===== config.mk =====
export PLATFORM = sky130hd
export DESIGN_NAME = prime_factorizer_trial_division
export DESIGN_NICKNAME = d
export VERILOG_FILES = /design/src/ptd_pkg.sv /design/src/ptd_divider.sv /design/src/prime_factorizer_trial_division.sv
export SDC_FILE = /design/constraint.sdc
export NUM_CORES = 1
export LEC_CHECK = 0
export BUFFER_PORTS_ARGS = -buffer_cell sky130_fd_sc_hd__buf_2
export CORE_MARGIN = 1
export CORE_UTILIZATION = 40
export DETAILED_ROUTE_END_ITERATION = 12
export GPL_ROUTABILITY_DRIVEN = 0
export PLACE_DENSITY = 0.65
export SYNTH_ARGS = -nofsm -noshare
export SYNTH_HDL_FRONTEND = slang
export SYNTH_HIERARCHICAL = 1
export SYNTH_SLANG_ARGS = --single-unit

===== constraint.sdc =====
create_clock -name clk -period 4.9 [get_ports clk]
set_input_delay 0.245 -clock clk [delete_from_list [all_inputs] [get_ports clk]]
set_output_delay 0.245 -clock clk [all_outputs]
set_load 0.01 [all_outputs]

===== src/ptd_pkg.sv =====
`timescale 1ns / 1ps
`default_nettype none
// ----------------------------------------------------------------------------
// ptd_pkg
// Shared types for the trial-division prime factorizer: sequencer states and
// the status word that the divider returns to the sequencer.
// ----------------------------------------------------------------------------
package ptd_pkg;

	typedef enum logic [1:0] {
		ST_IDLE,
		ST_CHECK,
		ST_DIV_WAIT,
		ST_DECIDE
	} ptd_state_t;

	typedef struct packed {
		logic done;
		logic rem_zero;
	} ptd_div_status_t;

endpackage
`default_nettype wire


===== src/ptd_divider.sv =====
`timescale 1ns / 1ps
`default_nettype none
// ----------------------------------------------------------------------------
// ptd_divider
// Restoring divider, one quotient bit per cycle. A start loads the operands,
// and done pulses as the last bit lands, quotient and remainder registered.
// ----------------------------------------------------------------------------
module ptd_divider
	import ptd_pkg::*;
#(
	parameter int WIDTH = 20
) (
	input  wire logic             clk,
	input  wire logic             arst_n,
	input  wire logic             start,
	input  wire logic [WIDTH-1:0] dividend,
	input  wire logic [WIDTH-1:0] divisor,
	output logic [WIDTH-1:0]      quotient,
	output ptd_div_status_t       status
);

	localparam int CntW = $clog2(WIDTH);
	localparam logic [CntW-1:0] LastCnt = CntW'(WIDTH - 1);

	logic            run_q;
	logic            done_q;
	logic [CntW-1:0] cnt_q;
	logic [WIDTH-1:0] quo_q;
	logic [WIDTH-1:0] rem_q;
	logic [WIDTH-1:0] div_q;

	logic [WIDTH:0]   trial;
	logic             fits;

	// The partial remainder shifts in the next dividend bit; the quotient
	// register holds the unused dividend bits above the finished quotient bits.
	always_comb begin
		trial = {rem_q, quo_q[WIDTH-1]} - {1'b0, div_q};
		fits  = ~trial[WIDTH];
	end

	always_ff @(posedge clk or negedge arst_n) begin
		if (!arst_n) begin
			run_q  <= 1'b0;
			done_q <= 1'b0;
			cnt_q  <= '0;
		end else begin
			done_q <= 1'b0;
			if (start) begin
				run_q <= 1'b1;
				cnt_q <= '0;
			end else if (run_q) begin
				cnt_q <= cnt_q + 1'b1;
				if (cnt_q == LastCnt) begin
					run_q  <= 1'b0;
					done_q <= 1'b1;
				end
			end
		end
	end

	always_ff @(posedge clk) begin
		if (start) begin
			quo_q <= dividend;
			rem_q <= '0;
			div_q <= divisor;
		end else if (run_q) begin
			quo_q <= {quo_q[WIDTH-2:0], fits};
			rem_q <= fits ? trial[WIDTH-1:0] : {rem_q[WIDTH-2:0], quo_q[WIDTH-1]};
		end
	end

	assign quotient        = quo_q;
	assign status.done     = done_q;
	assign status.rem_zero = (rem_q == '0);

endmodule
`default_nettype wire


===== src/prime_factorizer_trial_division.sv =====
`timescale 1ns / 1ps
`default_nettype none
// ----------------------------------------------------------------------------
// prime_factorizer_trial_division
// Factors an unsigned integer into primes in ascending order by trial division.
// ----------------------------------------------------------------------------
// Usage:
//   Drive value and raise start; the word is taken at a clock edge where busy
//   is low. busy stays high while the number is being factored.
//   Each prime factor appears on factor for exactly one cycle with valid high;
//   last is set on the final factor of the word. Values below four come back
//   unchanged as a single factor. The receiver cannot stall the output.
// Timing:
//   One shared restoring divider does all the work, one quotient bit per
//   cycle. A trial divisor costs a bound check, a division and a decision;
//   each factor divided out costs another division and decision, and the
//   divisor square d*d is kept by an incremental add. busy drops in the
//   cycle the last factor is shown, so a new word may follow.
// Reset:
//   arst_n returns the sequencer to idle; no result is pending afterwards.
// ----------------------------------------------------------------------------
module prime_factorizer_trial_division
	import ptd_pkg::*;
#(
	parameter int VALUE_WIDTH = 20
) (
	input  wire logic                   clk,
	input  wire logic                   arst_n,
	input  wire logic                   start,
	input  wire logic [VALUE_WIDTH-1:0] value,
	output logic                        busy,
	output logic                        valid,
	output logic [VALUE_WIDTH-1:0]      factor,
	output logic                        last
);

	localparam logic [VALUE_WIDTH-1:0] FirstDiv = VALUE_WIDTH'(2);
	localparam logic [VALUE_WIDTH:0]   FirstSq  = (VALUE_WIDTH + 1)'(4);

	ptd_state_t state_q, state_d;

	logic [VALUE_WIDTH-1:0] rem_q;
	logic [VALUE_WIDTH-1:0] d_q;
	logic [VALUE_WIDTH:0]   sq_q;
	logic                   valid_q;
	logic [VALUE_WIDTH-1:0] factor_q;
	logic                   last_q;

	logic [VALUE_WIDTH-1:0] quotient;
	ptd_div_status_t        div_status;
	logic [VALUE_WIDTH-1:0] div_dividend;

	logic accept;
	logic in_bound;
	logic hit;
	logic div_start;
	logic emit_div;
	logic emit_last;
	logic step_div;

	assign accept   = start && (state_q == ST_IDLE);
	assign in_bound = (sq_q <= {1'b0, rem_q});
	assign hit      = div_status.rem_zero && (rem_q != d_q);

	// After a factor is divided out, the next division runs on the fresh
	// quotient with the same divisor.
	assign div_dividend = emit_div ? quotient : rem_q;

	ptd_divider #(
		.WIDTH(VALUE_WIDTH)
	) u_divider (
		.clk      (clk),
		.arst_n   (arst_n),
		.start    (div_start),
		.dividend (div_dividend),
		.divisor  (d_q),
		.quotient (quotient),
		.status   (div_status)
	);

	// Next state.
	always_comb begin
		state_d = state_q;
		unique case (state_q)
			ST_IDLE: begin
				if (start) state_d = ST_CHECK;
			end
			ST_CHECK: begin
				state_d = in_bound ? ST_DIV_WAIT : ST_IDLE;
			end
			ST_DIV_WAIT: begin
				if (div_status.done) state_d = ST_DECIDE;
			end
			ST_DECIDE: begin
				state_d = hit ? ST_DIV_WAIT : ST_CHECK;
			end
			default: state_d = ST_IDLE;
		endcase
	end

	// Control outputs of the sequencer.
	always_comb begin
		div_start = 1'b0;
		emit_div  = 1'b0;
		emit_last = 1'b0;
		step_div  = 1'b0;
		unique case (state_q)
			ST_IDLE: ;
			ST_CHECK: begin
				div_start = in_bound;
				emit_last = ~in_bound;
			end
			ST_DIV_WAIT: ;
			ST_DECIDE: begin
				div_start = hit;
				emit_div  = hit;
				step_div  = ~hit;
			end
			default: ;
		endcase
	end

	always_ff @(posedge clk or negedge arst_n) begin
		if (!arst_n) begin
			state_q <= ST_IDLE;
			valid_q <= 1'b0;
		end else begin
			state_q <= state_d;
			valid_q <= emit_div || emit_last;
		end
	end

	// Datapath: remaining value, trial divisor and its square.
	always_ff @(posedge clk) begin
		if (accept) begin
			rem_q <= value;
			d_q   <= FirstDiv;
			sq_q  <= FirstSq;
		end else if (emit_div) begin
			rem_q <= quotient;
		end else if (step_div) begin
			// (d + 1)^2 = d^2 + 2d + 1
			d_q  <= d_q + 1'b1;
			sq_q <= sq_q + {d_q, 1'b1};
		end
		if (emit_div) begin
			factor_q <= d_q;
			last_q   <= 1'b0;
		end else if (emit_last) begin
			factor_q <= rem_q;
			last_q   <= 1'b1;
		end
	end

	assign busy   = (state_q != ST_IDLE);
	assign valid  = valid_q;
	assign factor = factor_q;
	assign last   = last_q;

endmodule
`default_nettype wire


==> impl_metrics.toml <==
[status]
run_status = "completed"

[drt]
post-route-drc-count = 0
totalWireLength_mm = 23.74
via_count = 7385
drt-vias-per-instance = 5.603
wl_per_cell_um = 18.01
ant_nets = 0
firstDrtPassIters = 7
drtIter0Drc = 541

[place]
detailedPlacementHpwl_mm = 17.03
port-buffer-count = 45
place_area_mm2 = 0.009510
dp_slack_ns = 1.409
post-place-cells = 1285

[global_routing]
grt.total_usage_pct = 20.87
gr_met2_demand_resource_pct = 33.88
gr-max-usage-layer = "met2"
grt_use_met3_pct = 3.601
grt_first_pass_wirelength_mm = 37.98
initial_antenna_violation_count = 0
globalRouteMet1Util_pct = 27.66
largest_net_degree_at_the_start_of_global_routing = 61
grt_pass1_vias = 7102
globalRouteOverflowTotal = 0

[finish]
finished_core_util_pct = 45.89
stdcell_area_mm2 = 0.01014
most_frequent_cells_in_the_layout = "sky130_fd_sc_hd__nand2_1 (144), sky130_fd_sc_hd__nor2_1 (88), sky130_fd_sc_hd__dfxtp_1 (82), sky130_fd_sc_hd__inv_1 (64), sky130_fd_sc_hd__ha_1 (61)"
antenna_cells = 0
areaGrowthSynthToFinish_pct = 11.35
layoutNonFillerInstCount = 1318
most_frequent_standard_cell_in_the_layout_excluding_fill_and_tap_cells = "sky130_fd_sc_hd__nand2_1"
nNetsFinal = 1111
drive_above_1_share_pct = 11.95

[timing]
setup_slack_of_the_critical_path_after_layout_ns = 1.424
max_freq_ghz = 0.2877
slew_violations = 0
slew_headroom_pct = 21.15
hold_viol_final = 0
finish_stage_setup_viols = 0
fin_skew_ns = 0.008501
hold-worst-slack_ns = 0.07433
setup_repair_after_global_routing_missed_its_margin = "false"
totalNegativeSetupSlack_ns = 0
post-route-period-util_pct = 70.94
tightestPinTransition_ns = 1.183
min_period_ns = 3.476

[floorplanning]
die_h_um = 152.9
die_width_um = 152.9
effective_utilization_at_floorplan_pct = 41.22
area_of_the_die_mm2 = 0.02337
rows = 54
ioPinCount = 46
floorplan.core_area_mm2 = 0.02209

[pwr]
design_power_total_mw = 7.059
p_sw_share_pct = 42.03
switchingPower_mw = 2.966
power_density_mw_per_mm2 = 696.1
p_clk_share_pct = 19.9
combinationalPowerShare_pct = 47.3
cellInternalPower_mw = 4.092
vdd_ir_drop_max_mv = 0.3568
leakage_nw = 4.262
share_seq_of_total_power_pct = 32.8

[setup_path]
worst-endpoint-required_ns = 5.18
crit_path_end_kind = "register"
maximum_fanout_encountered_on_the_critical_timing_path = 12
timing.critical_path.from_type = "register"
criticalPathCategory = "reg2reg"
critical-path-top-delay-family = "compound AO/OA/AOI/OAI gates"
crit_arrival_ns = 3.76
critPathMaxStageDelay_ns = 0.59
cp_cell_sequence = "inv_1 -> ha_1 -> inv_1 -> fa_1 -> a211oi_1 -> o211ai_2 -> a41oi_2 -> o41ai_4 -> xor2_2 -> buf_4 -> mux2i_1 -> a211oi_1"
cell_type_of_the_slowest_stage_on_the_worst_timing_path = "sky130_fd_sc_hd__xor2_2"
timing.critical_path.buf_inv = 3

[synth]
fraction_of_synthesized_cell_area_in_xor_and_xnor_cells_pct = 6.719
yosysSeqAreaShare_pct = 40.56
async_flop_share_pct = 6.579
largest_family_of_logic_cells_by_synthesized_area = "simple AND/OR/NAND/NOR gates"
synth_compound_gate_area_share_pct = 16.89
synthFlopType = "sky130_fd_sc_hd__dfxtp_1"
synthesis.nets = 1089
synthesis.area_per_instance_um2 = 9.079
synth_cell_types = 77
synth_warnings = 6
synth_simple_gate_area_share_pct = 16.96
synth-adder-area-share_pct = 8.821
flip_flop_and_latch_count_after_synthesis = 152
synth.area.mux_share_pct = 4.685
synth-edff-count = 60
netlist_area_mm2 = 0.009106
synthCells = 1003

[clock_network]
post_cts_resized = 0
postCtsHoldBufs = 1
clkLatencyLatePin_ns = 0.44
cts.sinks = 152
clock_tree.htree_level_count = 4
cts_buffer_depth = 2
cts-buffers-inserted = 17
cts_tree = "built"
clk_pin_slew_ns = 0.07
post_cts.repair.setup_buffers = 0
ctsRootBufferMaster = "sky130_fd_sc_hd__clkbuf_16"

[run]
drv_cap = 0

[min_path]
hp-class = "in2reg"
power groups by stage:
stage	sequential (mW)	combinational, mW	clock [mW]
final	2.32	3.34	1.40
after global routing	2.37	3.72	1.47
after CTS	2.32	3.33	1.42
after detailed placement	2.34	3.30	0
after global placement	2.34	3.24	0
after floorplan	2.16	2.68	0
cell usage after synthesis, types with 3 or more instances:
cell type / instances / area, um2
sky130_fd_sc_hd__nand2_1: 144 / 540.5
sky130_fd_sc_hd__nor2_1: 89 / 334.1
sky130_fd_sc_hd__dfxtp_1: 82 / 1642
sky130_fd_sc_hd__inv_1: 64 / 240.2
sky130_fd_sc_hd__ha_1: 61 / 763.2
sky130_fd_sc_hd__edfxtp_1: 60 / 1802
sky130_fd_sc_hd__a21oi_1: 53 / 265.3
sky130_fd_sc_hd__o21ai_0: 44 / 220.2
sky130_fd_sc_hd__xnor2_1: 41 / 359.1
sky130_fd_sc_hd__clkbuf_1: 31 / 116.4
sky130_fd_sc_hd__xor2_1: 27 / 236.5
sky130_fd_sc_hd__a31oi_1: 23 / 143.9
sky130_fd_sc_hd__nand4_1: 23 / 143.9
sky130_fd_sc_hd__mux2_2: 20 / 225.2
sky130_fd_sc_hd__nand3_1: 20 / 100.1
sky130_fd_sc_hd__mux2i_1: 19 / 190.2
sky130_fd_sc_hd__a211oi_1: 18 / 135.1
sky130_fd_sc_hd__a21o_1: 17 / 127.6
sky130_fd_sc_hd__nor4_1: 13 / 81.33
sky130_fd_sc_hd__buf_2: 12 / 60.06
sky130_fd_sc_hd__o21a_1: 11 / 82.58
sky130_fd_sc_hd__o21ai_1: 11 / 55.05
sky130_fd_sc_hd__dfrtp_1: 10 / 250.2
sky130_fd_sc_hd__o211ai_1: 9 / 67.56
sky130_fd_sc_hd__nor3_1: 8 / 40.04
sky130_fd_sc_hd__and2_1: 6 / 37.54
sky130_fd_sc_hd__nand2b_1: 6 / 37.54
sky130_fd_sc_hd__nor2b_1: 6 / 37.54
sky130_fd_sc_hd__o21bai_1: 5 / 37.54
sky130_fd_sc_hd__buf_6: 4 / 45.04
sky130_fd_sc_hd__a221oi_1: 3 / 26.28
sky130_fd_sc_hd__and3_1: 3 / 18.77
sky130_fd_sc_hd__nor4_2: 3 / 37.54
sky130_fd_sc_hd__or3_1: 3 / 18.77
layout make-up:
cell class                 count  area (um2)
multi-input combinational    735        4937
inverter                      65       244.0
tap                          280       350.3
clock inverter                15       193.9
timing repair buffer          54       295.3
sequential                   152        3694
clock buffer                  17       425.4
fill                        2084       11950
cells by family after synthesis:
kind of cell               after synthesis
buffers and inverters                  116
AOI/OAI and AO/OA                      228
adders and majority gates               63
and+or+nand+nor                        335
xor gates and xnor gates                69
muxes                                   40
DFF                                    152
worst paths after layout:
check | start | to | slack (ns) | cells after the start
hold reg to reg | u_divider/rem_q[18] | u_divider/rem_q[18] | 0.50 | 2
hold / removal | value[11] | rem_q[11] | 0.07 | 3
setup / recovery | u_divider/quotient[19] | u_divider/rem_q[9] | 1.42 | 12
min in group asynchronous | arst_n | u_divider/cnt_q[2] | 0.21 | 2
max in group asynchronous | arst_n | state_q[1] | 4.50 | 2
setup reg to reg | u_divider/quotient[19] | u_divider/rem_q[9] | 1.42 | 12
layer usage:
| layer | up-vias | routed length [um] |
|---|---|---|
| met5 | - | 0 |
| met4 | 0 | 523 |
| met3 | 36 | 1277 |
| met2 | 222 | 11130 |
| met1 | 3523 | 10810 |
| li1 | 3604 | - |
sequential cells by signal, indices dropped and copies added, names as in the netlist:
signal / count
u_divider/cnt_q: 5
u_divider/quotient: 20
sq_q: 21
u_divider/done_q: 1
u_divider/div_q: 20
u_divider/rem_q: 20
valid: 1
rem_q: 20
u_divider/run_q: 1
d_q: 20
last: 1
factor: 20
state_q: 2
worst reg2reg max path, delay by kind of cell (launching register included):
| kind | cells | cell delay, ns |
|---|---|---|
| flops | 1 | 0.41 |
| xor+xnor | 1 | 0.59 |
| buf+inv | 3 | 0.51 |
| compound gates | 5 | 1.01 |
| mux | 1 | 0.22 |
| fa+ha+maj | 2 | 0.58 |
No activity file was read; power rests on OpenSTA's default activity.
